$ cat config.mk
export PLATFORM = sky130hd
export DESIGN_NAME = bytecode_register_machine_step
export DESIGN_NICKNAME = d
export VERILOG_FILES = /design/src/sv/brms_pkg.sv /design/src/sv/brms_front.sv /design/src/sv/brms_fifo.sv /design/src/sv/brms_exec.sv /design/src/sv/bytecode_register_machine_step.sv
export SDC_FILE = /design/constraint.sdc
export NUM_CORES = 2
export LEC_CHECK = 0
export BUFFER_PORTS_ARGS = -buffer_cell sky130_fd_sc_hd__buf_2
export CORE_MARGIN = 2
export CORE_UTILIZATION = 30
export DETAILED_ROUTE_END_ITERATION = 10
export SYNTH_ARGS = -nofsm -noshare
export SYNTH_HDL_FRONTEND = slang
export SYNTH_SLANG_ARGS = --single-unit
$ cat constraint.sdc
create_clock -name aclk -period 12.85 [get_ports aclk]
set_input_delay 1.9275 -clock aclk [delete_from_list [all_inputs] [get_ports aclk]]
set_output_delay 1.9275 -clock aclk [all_outputs]
set_load 0.01 [all_outputs]
$ cat src/sv/brms_pkg.sv
// ============================================================================
// brms_pkg - shared types and constants for the register machine step block
// Opcodes, instruction sizes and costs, and the decoded word that passes
// from the decode front end through the queue to the execute back end.
// ============================================================================
package brms_pkg;

    // Field widths
    localparam int DATA_W      = 32;
    localparam int REG_COUNT   = 16;
    localparam int REG_IDX_W   = 4;
    localparam int OFFSET_W    = 8;
    localparam int DELTA_W     = 10;
    localparam int PC_MAX_W    = 16;
    localparam int NEXT_PC_W   = 12;
    localparam int TALLY_W     = 32;
    localparam int COST_W      = 3;
    localparam int OP_W        = 3;
    localparam int IN_TDATA_W  = 48;
    localparam int OUT_TDATA_W = 80;

    // Program size default and decode queue depth (power of two)
    localparam int DEF_PROGRAM_BYTES = 4096;
    localparam int QUEUE_DEPTH       = 4;

    // Instruction sizes in bytes
    localparam int SIZE_RET   = 1;
    localparam int SIZE_SHORT = 2;
    localparam int SIZE_MOVI  = 6;

    // Instruction costs in machine cycles
    localparam logic [COST_W-1:0] COST_RET   = 3'd1;
    localparam logic [COST_W-1:0] COST_SHORT = 3'd2;
    localparam logic [COST_W-1:0] COST_MOVI  = 3'd6;

    typedef enum logic [OP_W-1:0] {
        OP_RET   = 3'd0,
        OP_ADD   = 3'd1,
        OP_SUB   = 3'd2,
        OP_MOV   = 3'd3,
        OP_MOVI  = 3'd4,
        OP_BR    = 3'd5,
        OP_BNZ   = 3'd6,
        OP_START = 3'd7
    } op_t;

    // Decoded instruction word; delta is the taken pc step, already reduced
    // modulo the program size
    typedef struct packed {
        op_t                   op;
        logic [REG_IDX_W-1:0]  dst;
        logic [REG_IDX_W-1:0]  src;
        logic [DATA_W-1:0]     imm;
        logic [PC_MAX_W-1:0]   delta;
        logic [COST_W-1:0]     cost;
        logic                  wr_reg;
        logic                  set_flags;
    } brms_item_t;

endpackage

$ cat src/sv/brms_front.sv
// ============================================================================
// brms_front - instruction decode front end
// Accepts input words, classifies the operation, reduces the pc step modulo
// the program size and hands the decoded word to the queue.
// ============================================================================
module brms_front import brms_pkg::*; #(
    parameter int PROGRAM_BYTES = DEF_PROGRAM_BYTES
) (
    input  logic                  aclk,
    input  logic                  aresetn,
    input  logic                  s_tvalid,
    output logic                  s_tready,
    input  logic [IN_TDATA_W-1:0] s_tdata,   // reg_pair[7:0], immediate[39:8], offset[47:40]
    input  logic [OP_W-1:0]       s_tuser,   // operation[2:0]
    output logic                  push_valid,
    input  logic                  push_ready,
    output brms_item_t            push_item
);

    localparam int PC_W     = $clog2(PROGRAM_BYTES);
    localparam int RW       = PC_W + 6;
    localparam int RED_BIAS = PROGRAM_BYTES * ((128 + PROGRAM_BYTES - 1) / PROGRAM_BYTES);
    localparam logic [RW-1:0] MOD_P = RW'(PROGRAM_BYTES);

    logic                     valid_reg;
    brms_item_t               item_reg;
    brms_item_t               item_next;
    op_t                      op;
    logic [REG_IDX_W*2-1:0]   reg_pair;
    logic signed [OFFSET_W-1:0] offset;
    logic signed [DELTA_W-1:0]  delta_raw;
    logic [RW-1:0]            red;

    assign op       = op_t'(s_tuser);
    assign reg_pair = s_tdata[7:0];
    assign offset   = s_tdata[47:40];

    // Classify the operation: pc step, cost and side effects
    always_comb begin
        item_next           = '0;
        item_next.op        = op;
        item_next.dst       = reg_pair[7:4];
        item_next.src       = reg_pair[3:0];
        item_next.imm       = s_tdata[39:8];
        delta_raw           = '0;
        unique case (op)
            OP_RET: begin
                delta_raw      = DELTA_W'(SIZE_RET);
                item_next.cost = COST_RET;
            end
            OP_ADD, OP_SUB: begin
                delta_raw           = DELTA_W'(SIZE_SHORT);
                item_next.cost      = COST_SHORT;
                item_next.wr_reg    = 1'b1;
                item_next.set_flags = 1'b1;
            end
            OP_MOV: begin
                delta_raw        = DELTA_W'(SIZE_SHORT);
                item_next.cost   = COST_SHORT;
                item_next.wr_reg = 1'b1;
            end
            OP_MOVI: begin
                delta_raw        = DELTA_W'(SIZE_MOVI);
                item_next.cost   = COST_MOVI;
                item_next.wr_reg = 1'b1;
            end
            OP_BR, OP_BNZ: begin
                delta_raw      = DELTA_W'(offset) + DELTA_W'(SIZE_SHORT);
                item_next.cost = COST_SHORT;
            end
            default: begin
                delta_raw      = '0;
                item_next.cost = '0;
            end
        endcase

        // Reduce the step into [0, PROGRAM_BYTES) by restoring subtraction
        red = RW'(delta_raw) + RW'(RED_BIAS);
        for (int k = 4; k >= 0; k--) begin
            if (red >= (MOD_P << k)) begin
                red = red - (MOD_P << k);
            end
        end
        item_next.delta = PC_MAX_W'(red);
    end

    // Hold one decoded word until the queue takes it
    always_ff @(posedge aclk) begin
        if (!aresetn) begin
            valid_reg <= 1'b0;
        end else if (s_tvalid && s_tready) begin
            valid_reg <= 1'b1;
        end else if (push_ready) begin
            valid_reg <= 1'b0;
        end
    end

    always_ff @(posedge aclk) begin
        if (s_tvalid && s_tready) begin
            item_reg <= item_next;
        end
    end

    assign s_tready   = !valid_reg || push_ready;
    assign push_valid = valid_reg;
    assign push_item  = item_reg;

endmodule

$ cat src/sv/brms_fifo.sv
// ============================================================================
// brms_fifo - decoded instruction queue
// Small first-in first-out buffer that lets decode and execute stall apart.
// ============================================================================
module brms_fifo import brms_pkg::*; (
    input  logic       aclk,
    input  logic       aresetn,
    input  logic       in_valid,
    output logic       in_ready,
    input  brms_item_t in_item,
    output logic       out_valid,
    input  logic       out_ready,
    output brms_item_t out_item
);

    localparam int PTR_W = $clog2(QUEUE_DEPTH);
    localparam int CNT_W = $clog2(QUEUE_DEPTH + 1);

    brms_item_t       store_reg [QUEUE_DEPTH];
    logic [PTR_W-1:0] wr_ptr_reg;
    logic [PTR_W-1:0] rd_ptr_reg;
    logic [CNT_W-1:0] count_reg;
    logic             push;
    logic             pop;

    assign in_ready  = (count_reg != CNT_W'(QUEUE_DEPTH));
    assign out_valid = (count_reg != '0);
    assign push      = in_valid && in_ready;
    assign pop       = out_valid && out_ready;
    assign out_item  = store_reg[rd_ptr_reg];

    // Advance pointers and occupancy
    always_ff @(posedge aclk) begin
        if (!aresetn) begin
            wr_ptr_reg <= '0;
            rd_ptr_reg <= '0;
            count_reg  <= '0;
        end else begin
            if (push) begin
                wr_ptr_reg <= wr_ptr_reg + 1'b1;
            end
            if (pop) begin
                rd_ptr_reg <= rd_ptr_reg + 1'b1;
            end
            if (push && !pop) begin
                count_reg <= count_reg + 1'b1;
            end else if (pop && !push) begin
                count_reg <= count_reg - 1'b1;
            end
        end
    end

    // Store the incoming word
    always_ff @(posedge aclk) begin
        if (push) begin
            store_reg[wr_ptr_reg] <= in_item;
        end
    end

endmodule

$ cat src/sv/brms_exec.sv
// ============================================================================
// brms_exec - execute back end
// Reads the register file, executes one instruction per cycle unless m_tready
// stalls, with a one-deep bypass, updates machine state, registers the result.
// ============================================================================
module brms_exec import brms_pkg::*; #(
    parameter int PROGRAM_BYTES = DEF_PROGRAM_BYTES
) (
    input  logic                   aclk,
    input  logic                   aresetn,
    input  logic                   q_valid,
    output logic                   q_ready,
    input  brms_item_t             q_item,
    output logic                   m_tvalid,
    input  logic                   m_tready,
    output logic [OUT_TDATA_W-1:0] m_tdata
);

    localparam int PC_W = $clog2(PROGRAM_BYTES);

    // Register file storage and read stage
    logic [DATA_W-1:0]    mem [REG_COUNT];
    logic [REG_COUNT-1:0] vbits_reg;
    logic                 s1_valid_reg;
    brms_item_t           s1_item_reg;
    logic [DATA_W-1:0]    rd_dst_reg;
    logic [DATA_W-1:0]    rd_src_reg;

    // Bypass record of the last executed word
    logic                 last_start_reg;
    logic                 last_wr_reg;
    logic [REG_IDX_W-1:0] last_addr_reg;
    logic [DATA_W-1:0]    last_data_reg;

    // Machine state
    logic [PC_W-1:0]      pc_reg,    pc_next;
    logic                 zf_reg,    zf_next;
    logic                 nf_reg,    nf_next;
    logic [TALLY_W-1:0]   tally_reg, tally_next;
    logic                 halt_reg,  halt_next;
    logic [DATA_W-1:0]    reg0_reg,  reg0_next;

    logic                   m_tvalid_reg;
    logic [OUT_TDATA_W-1:0] m_tdata_reg;

    logic                 exec_fire;
    logic                 load;
    logic                 is_start;
    logic [DATA_W-1:0]    opa;
    logic [DATA_W-1:0]    opb;
    logic [DATA_W-1:0]    alu;
    logic                 wr_en;
    logic [REG_IDX_W-1:0] wr_addr;
    logic [DATA_W-1:0]    wr_data;
    logic [PC_W-1:0]      step;
    logic [PC_W:0]        pc_sum;
    logic [PC_W+NEXT_PC_W-1:0] pc_wide;

    assign exec_fire = s1_valid_reg && (!m_tvalid_reg || m_tready);
    assign q_ready   = !s1_valid_reg || exec_fire;
    assign load      = q_valid && q_ready;
    assign is_start  = (s1_item_reg.op == OP_START);

    // Bypass the write of the last executed word
    always_comb begin
        opa = rd_dst_reg;
        opb = rd_src_reg;
        if (last_start_reg) begin
            opa = (s1_item_reg.dst == '0) ? last_data_reg : '0;
            opb = (s1_item_reg.src == '0) ? last_data_reg : '0;
        end else if (last_wr_reg) begin
            if (last_addr_reg == s1_item_reg.dst) begin
                opa = last_data_reg;
            end
            if (last_addr_reg == s1_item_reg.src) begin
                opb = last_data_reg;
            end
        end
    end

    // Arithmetic and move data
    always_comb begin
        unique case (s1_item_reg.op)
            OP_ADD:  alu = opa + opb;
            OP_SUB:  alu = opa - opb;
            OP_MOV:  alu = opb;
            OP_MOVI: alu = s1_item_reg.imm;
            default: alu = opa;
        endcase
    end

    // Register file write port
    assign wr_en   = exec_fire && (is_start || (!halt_reg && s1_item_reg.wr_reg));
    assign wr_addr = is_start ? '0 : s1_item_reg.dst;
    assign wr_data = is_start ? s1_item_reg.imm : alu;

    // Next pc: taken or fall-through step, wrapped once at the program size
    always_comb begin
        if (s1_item_reg.op == OP_BNZ && zf_reg) begin
            step = PC_W'(SIZE_SHORT);
        end else begin
            step = s1_item_reg.delta[PC_W-1:0];
        end
        pc_sum = {1'b0, pc_reg} + {1'b0, step};
        if (pc_sum >= (PC_W+1)'(PROGRAM_BYTES)) begin
            pc_sum = pc_sum - (PC_W+1)'(PROGRAM_BYTES);
        end
    end

    // Next machine state
    always_comb begin
        pc_next    = pc_reg;
        zf_next    = zf_reg;
        nf_next    = nf_reg;
        tally_next = tally_reg;
        halt_next  = halt_reg;
        reg0_next  = reg0_reg;
        if (is_start) begin
            pc_next    = '0;
            zf_next    = 1'b0;
            nf_next    = 1'b0;
            tally_next = '0;
            halt_next  = 1'b0;
            reg0_next  = s1_item_reg.imm;
        end else if (!halt_reg) begin
            pc_next    = pc_sum[PC_W-1:0];
            tally_next = tally_reg + TALLY_W'(s1_item_reg.cost);
            if (s1_item_reg.op == OP_RET) begin
                halt_next = 1'b1;
            end
            if (s1_item_reg.set_flags) begin
                zf_next = (alu == '0);
                nf_next = alu[DATA_W-1];
            end
            if (s1_item_reg.wr_reg && s1_item_reg.dst == '0) begin
                reg0_next = alu;
            end
        end
    end

    assign pc_wide = {{NEXT_PC_W{1'b0}}, pc_next};

    // Memory write and registered reads into the read stage
    always_ff @(posedge aclk) begin
        if (wr_en) begin
            mem[wr_addr] <= wr_data;
        end
        if (load) begin
            rd_dst_reg  <= vbits_reg[q_item.dst] ? mem[q_item.dst] : '0;
            rd_src_reg  <= vbits_reg[q_item.src] ? mem[q_item.src] : '0;
            s1_item_reg <= q_item;
        end
    end

    // Control state, bypass record and machine state
    always_ff @(posedge aclk) begin
        if (!aresetn) begin
            vbits_reg      <= '0;
            s1_valid_reg   <= 1'b0;
            last_start_reg <= 1'b0;
            last_wr_reg    <= 1'b0;
            pc_reg         <= '0;
            zf_reg         <= 1'b0;
            nf_reg         <= 1'b0;
            tally_reg      <= '0;
            halt_reg       <= 1'b0;
            reg0_reg       <= '0;
            m_tvalid_reg   <= 1'b0;
        end else begin
            if (load) begin
                s1_valid_reg <= 1'b1;
            end else if (exec_fire) begin
                s1_valid_reg <= 1'b0;
            end
            if (exec_fire && is_start) begin
                vbits_reg <= REG_COUNT'(1);
            end else if (wr_en) begin
                vbits_reg[wr_addr] <= 1'b1;
            end
            if (exec_fire) begin
                last_start_reg <= is_start;
                last_wr_reg    <= wr_en;
                pc_reg         <= pc_next;
                zf_reg         <= zf_next;
                nf_reg         <= nf_next;
                tally_reg      <= tally_next;
                halt_reg       <= halt_next;
                reg0_reg       <= reg0_next;
                m_tvalid_reg   <= 1'b1;
            end else if (m_tready) begin
                m_tvalid_reg <= 1'b0;
            end
        end
    end

    // Bypass payload and result word
    always_ff @(posedge aclk) begin
        if (exec_fire) begin
            last_addr_reg <= wr_addr;
            last_data_reg <= wr_data;
            m_tdata_reg   <= {1'b0, nf_next, zf_next, tally_next, reg0_next, halt_next,
                              pc_wide[NEXT_PC_W-1:0]};
        end
    end

    assign m_tvalid = m_tvalid_reg;
    assign m_tdata  = m_tdata_reg;

    // Start clears the machine and loads register 0
    a_start_clears: assert property (@(posedge aclk) disable iff (!aresetn)
        exec_fire && is_start |=> pc_reg == '0 && tally_reg == '0 && !halt_reg
            && reg0_reg == $past(s1_item_reg.imm))
        else $error("start did not clear machine state");

    // A halted machine ignores everything but start
    a_halt_holds: assert property (@(posedge aclk) disable iff (!aresetn)
        exec_fire && halt_reg && !is_start |=> $stable(pc_reg) && $stable(tally_reg)
            && $stable(reg0_reg) && halt_reg)
        else $error("halted machine changed state");

    // Tally grows by the instruction cost
    a_tally_step: assert property (@(posedge aclk) disable iff (!aresetn)
        exec_fire && !halt_reg && !is_start
            |=> tally_reg == $past(tally_reg) + TALLY_W'($past(s1_item_reg.cost)))
        else $error("cycle tally step mismatch");

endmodule

$ cat src/sv/bytecode_register_machine_step.sv
// ============================================================================
// bytecode_register_machine_step - one instruction step of a register machine
// Executes one pre-decoded instruction per input word and reports the state.
// ============================================================================
// Input channel (s_): one instruction per word; operation travels in s_tuser,
//   register pair, immediate and branch offset in s_tdata.
// Output channel (m_): exactly one result word per instruction, in order:
//   next pc, halt mark, register 0, cycle tally, zero and negative flags.
// Path: a result word is offered once its instruction word has passed the
//   decode register, queue, register file read and execute in turn.
// Throughput: one instruction per cycle while m_tready is high, set by the
//   single execute stage, which reads the register file in the stage ahead
//   and bypasses the write of the instruction just before it.
// Reset: aresetn low on a rising edge marks the register file empty so it reads
//   as zero, clears pc, flags, cycle tally and halt mark, and empties the
//   pipeline; s_tready is already high while reset holds.
// Stall: while m_tready is low the result register holds its word; the
//   execute stage, queue and decode register fill in turn before s_tready
//   drops.
// ============================================================================
module bytecode_register_machine_step import brms_pkg::*; #(
    parameter int PROGRAM_BYTES = DEF_PROGRAM_BYTES
) (
    input  logic                   aclk,
    input  logic                   aresetn,
    input  logic                   s_tvalid,
    output logic                   s_tready,
    input  logic [IN_TDATA_W-1:0]  s_tdata,   // reg_pair[7:0], immediate[39:8], offset[47:40]
    input  logic [OP_W-1:0]        s_tuser,   // operation[2:0]
    output logic                   m_tvalid,
    input  logic                   m_tready,
    // next_pc[11:0], halted[12], result_value[44:13], cycles_used[76:45],
    // zero_out[77], negative_out[78], zero pad[79]
    output logic [OUT_TDATA_W-1:0] m_tdata
);

    logic       push_valid;
    logic       push_ready;
    brms_item_t push_item;
    logic       q_valid;
    logic       q_ready;
    brms_item_t q_item;

    // Decode front end
    brms_front #(
        .PROGRAM_BYTES (PROGRAM_BYTES)
    ) u_front (
        .aclk       (aclk),
        .aresetn    (aresetn),
        .s_tvalid   (s_tvalid),
        .s_tready   (s_tready),
        .s_tdata    (s_tdata),
        .s_tuser    (s_tuser),
        .push_valid (push_valid),
        .push_ready (push_ready),
        .push_item  (push_item)
    );

    // Queue between decode and execute
    brms_fifo u_fifo (
        .aclk      (aclk),
        .aresetn   (aresetn),
        .in_valid  (push_valid),
        .in_ready  (push_ready),
        .in_item   (push_item),
        .out_valid (q_valid),
        .out_ready (q_ready),
        .out_item  (q_item)
    );

    // Execute back end
    brms_exec #(
        .PROGRAM_BYTES (PROGRAM_BYTES)
    ) u_exec (
        .aclk     (aclk),
        .aresetn  (aresetn),
        .q_valid  (q_valid),
        .q_ready  (q_ready),
        .q_item   (q_item),
        .m_tvalid (m_tvalid),
        .m_tready (m_tready),
        .m_tdata  (m_tdata)
    );

endmodule
==> run_results.csv <==
group,metric,value,unit
global_routing,grt_pass1_vias,31754,
min_path,hold_path_startpoint,"u_exec.reg0_reg[27]",
timing,fin_crit_sh,58.4,%
placement,placed_cells,5798,
placement,place_congestion,0.941,
power,p_per_area,284,mW/mm^2
finish,fin_area,0.0605,sq mm
timing,finalSetupTns,0,ns
synthesis,synth-edff-count,1033,
route,vias,31879,
synthesis,ys.flop_type,"edfxtp_1",
timing,setup_viol,0,
cts,clockBufferDepth,3,
cts,root_buffer,"clkbuf_16",
flow_run,drv_cap,0,
timing,slew_viol_final,0,
finish,fillers,16744,
critical_path,crit_fanout,17,
critical_path,cp.required,13.23,ns
route,post-route-drc-count,0,
cts,h-tree-depth,3,
finish,layout.nets,3688,
critical_path,rrSetupSlack,5.34,ns
placement,place_area,0.0567,sq mm
critical_path,arrival,7.89,ns
outcome,status,"finished, final reports clean",
cts,cts.sinks,1142,
floorplan,coreArea,0.176,sq mm
route,drtIter0Drc,3783,
synthesis,ys_seq_elements,1142,
finish,final_common_cell,"edfxtp_1",
finish,layout_common_cells,"1033 x edfxtp_1, 382 x mux4_2, 287 x nand2_1",
global_routing,grt_pass1_wl,217,mm
finish,drive_gt1_share,23.3,%
route,wl,148,mm
floorplan,initial_core_util,30.2,%
global_routing,use_met2,26.2,%
synthesis,yosysWarnings,0,
critical_path,crit_type,"reg2reg",
placement,portBuffers,135,
power,leakage,0.0199,uW
cts,ctsHoldBuffers,0,
cts,clk_pin_slew,0.06,ns
timing,max_slew_margin,4.25,%
floorplan,rows,154,
timing,min_period,7.51,ns
timing,hold_viol,0,
floorplan,ioPinCount,137,
synthesis,synth_fp_nets,3576,
synthesis,syn_area,0.0532,sq mm
route,avgRoutedWirePerCell,24.7,um
timing,worst_pin_slew,1.44,ns
cts,cts_setup_buffers,0,
placement,dp.final_hpwl,93.8,mm
global_routing,grt_overflow,0,
cts,cts-buffers-inserted,113,
synthesis,yosysSeqAreaShare,62.4,%
timing,max_freq,133,MHz
power,ir_worst_vdd,0.188,mV
route,ant_nets,0,
synthesis,netlist_instances,3461,
timing,skew,0.0386,ns
finish,post_layout_nonfiller_instances,6013,
cts,clkLatencyLatePin,0.74,ns
critical_path,worstSetupStartpointType,"flop",
synthesis,syn_area_per_cell,15.4,sq um
global_routing,top_usage_layer,"met2",
global_routing,antenna_found_initial,5,
timing,grt_setup_unrepaired,"false",
floorplan,die_h,425,um
finish,synthToLayoutAreaGrowth,13.9,%
min_path,min_path_type,"reg2reg",
floorplan,die_w,425,um
global_routing,grt_util_met3,2.24,%
synthesis,ys_types,102,
power,p_total,17200,uW
global_routing,grt.met1_usage,22.5,%
placement,post-place-ws,5.55,ns
global_routing,track_usage,16.2,%
global_routing,grt_max_degree,92,
floorplan,dieArea,0.181,sq mm
timing,postLayoutSetupSlackWorst,5.34,ns
cts,ctsResizeCount,0,
route,dr.pass1.iters,5,
critical_path,worstSetupEndpointType,"flop",
cts,cts_tree,"yes",
finish,largest_reg_flops,512,
route,avgViaCountPerCell,5.30,
critical_path,cp-startpoint,"u_exec.last_addr_reg[2]",
synthesis,synth_async_sr_flop_share,0,%
critical_path,r2r_start,"u_exec.last_addr_reg[2]",
-- synth_stat cells (5+ instances only) --
cell	count	area, sq um
a211o_1	10	87.6
a211oi_1	16	120
a21boi_0	51	383
a21o_1	23	173
a21oi_1	130	651
a221oi_1	9	78.8
a22o_1	5	43.8
a22oi_1	17	128
a31oi_1	23	144
a41o_1	6	60.1
and2_1	100	626
and3_1	30	188
and4_1	5	43.8
buf_1	43	161
buf_2	17	85.1
buf_4	5	37.5
clkbuf_1	147	552
dfxtp_1	109	2180
edfxtp_1	1033	31000
ha_1	56	701
inv_1	43	161
mux2_2	9	101
mux2i_1	54	541
mux4_2	387	8720
nand2_1	288	1080
nand2b_1	19	119
nand3_1	37	185
nand4_1	26	163
nor2_1	282	1060
nor2b_1	24	150
nor3_1	22	110
nor3b_1	18	135
nor4_1	13	81.3
o2111ai_1	5	43.8
o211a_1	5	50.1
o211ai_1	8	60.1
o21a_1	17	128
o21ai_0	129	646
o221ai_1	5	43.8
o22ai_1	8	50.1
o31ai_1	8	60.1
or3_1	16	100
xnor2_1	45	394
xor2_1	54	473
-- metal layers --
layer	up-vias	share of wire [%]	routed length (um)
li1	13871	-	-
met1	16588	43	63700
met2	1173	48	71400
met3	245	6.1	9080
met4	2	2.8	4200
met5	-	0.0088	13
-- final cells by class --
cell class	instances	area [sq um]	area share (%)
diodes	3	7.51	0.0124
clock buffers	137	2990	4.94
clock inverters	75	853	1.41
inverters	45	174	0.287
multi-input cells	2058	19100	31.6
flip-flops and latches	1142	33200	54.9
well taps	2340	2930	4.84
repair buffers	213	1260	2.08
-- where the power goes --
| part | internal [uW] | total [uW] | switching [uW] |
|---|---|---|---|
| sequential | 5680 | 6190 | 507 |
| clock | 1980 | 3420 | 1440 |
| combinational | 2670 | 7560 | 4890 |
| total | 10300 | 17200 | 6840 |
-- cells by family after synthesis --
kind of cell    synth area share (%)
compound gates                  6.67
simple gates                    8.08
flops                           62.4
xor+xnor                        1.69
fa+ha+maj                       1.47
buf+inv                         1.97
mux                             17.7
other cells                  0.00705
-- through the flow --
stage	hold WS, ns	utilization, %
after detailed placement	0.459	32.2
final	0.466	34.4
after global routing	0.500	34.4
after global placement	0.453	32.2
after floorplan	0.443	-
after CTS	0.468	34.4
-- worst paths after layout --
kind / to / cells past startpoint
min: u_exec.reg0_reg[27] / 2
max: u_exec.mem[13][22] / 21
max reg2reg: u_exec.mem[13][22] / 21
min reg2reg: u_exec.reg0_reg[27] / 2
-- critical path, stage by stage, from the launching register on --
cell	delay, ns
edfxtp_1	0.43
xnor2_2	0.41
nand3_2	0.28
nor2_4	0.52
mux2_2	0.40
a22oi_1	0.39
and4_4	0.37
nand3_1	0.13
nor2_1	0.24
a21oi_1	0.12
xor2_1	0.18
ha_1	0.39
a21oi_1	0.15
o21ai_0	0.17
a221o_1	0.35
a31oi_1	0.54
o21ai_0	0.25
a311oi_1	0.34
xor2_1	0.11
o221ai_1	0.44
nor2_1	0.09
nor2_1	0.82
(Power assumes the default switching activity.)
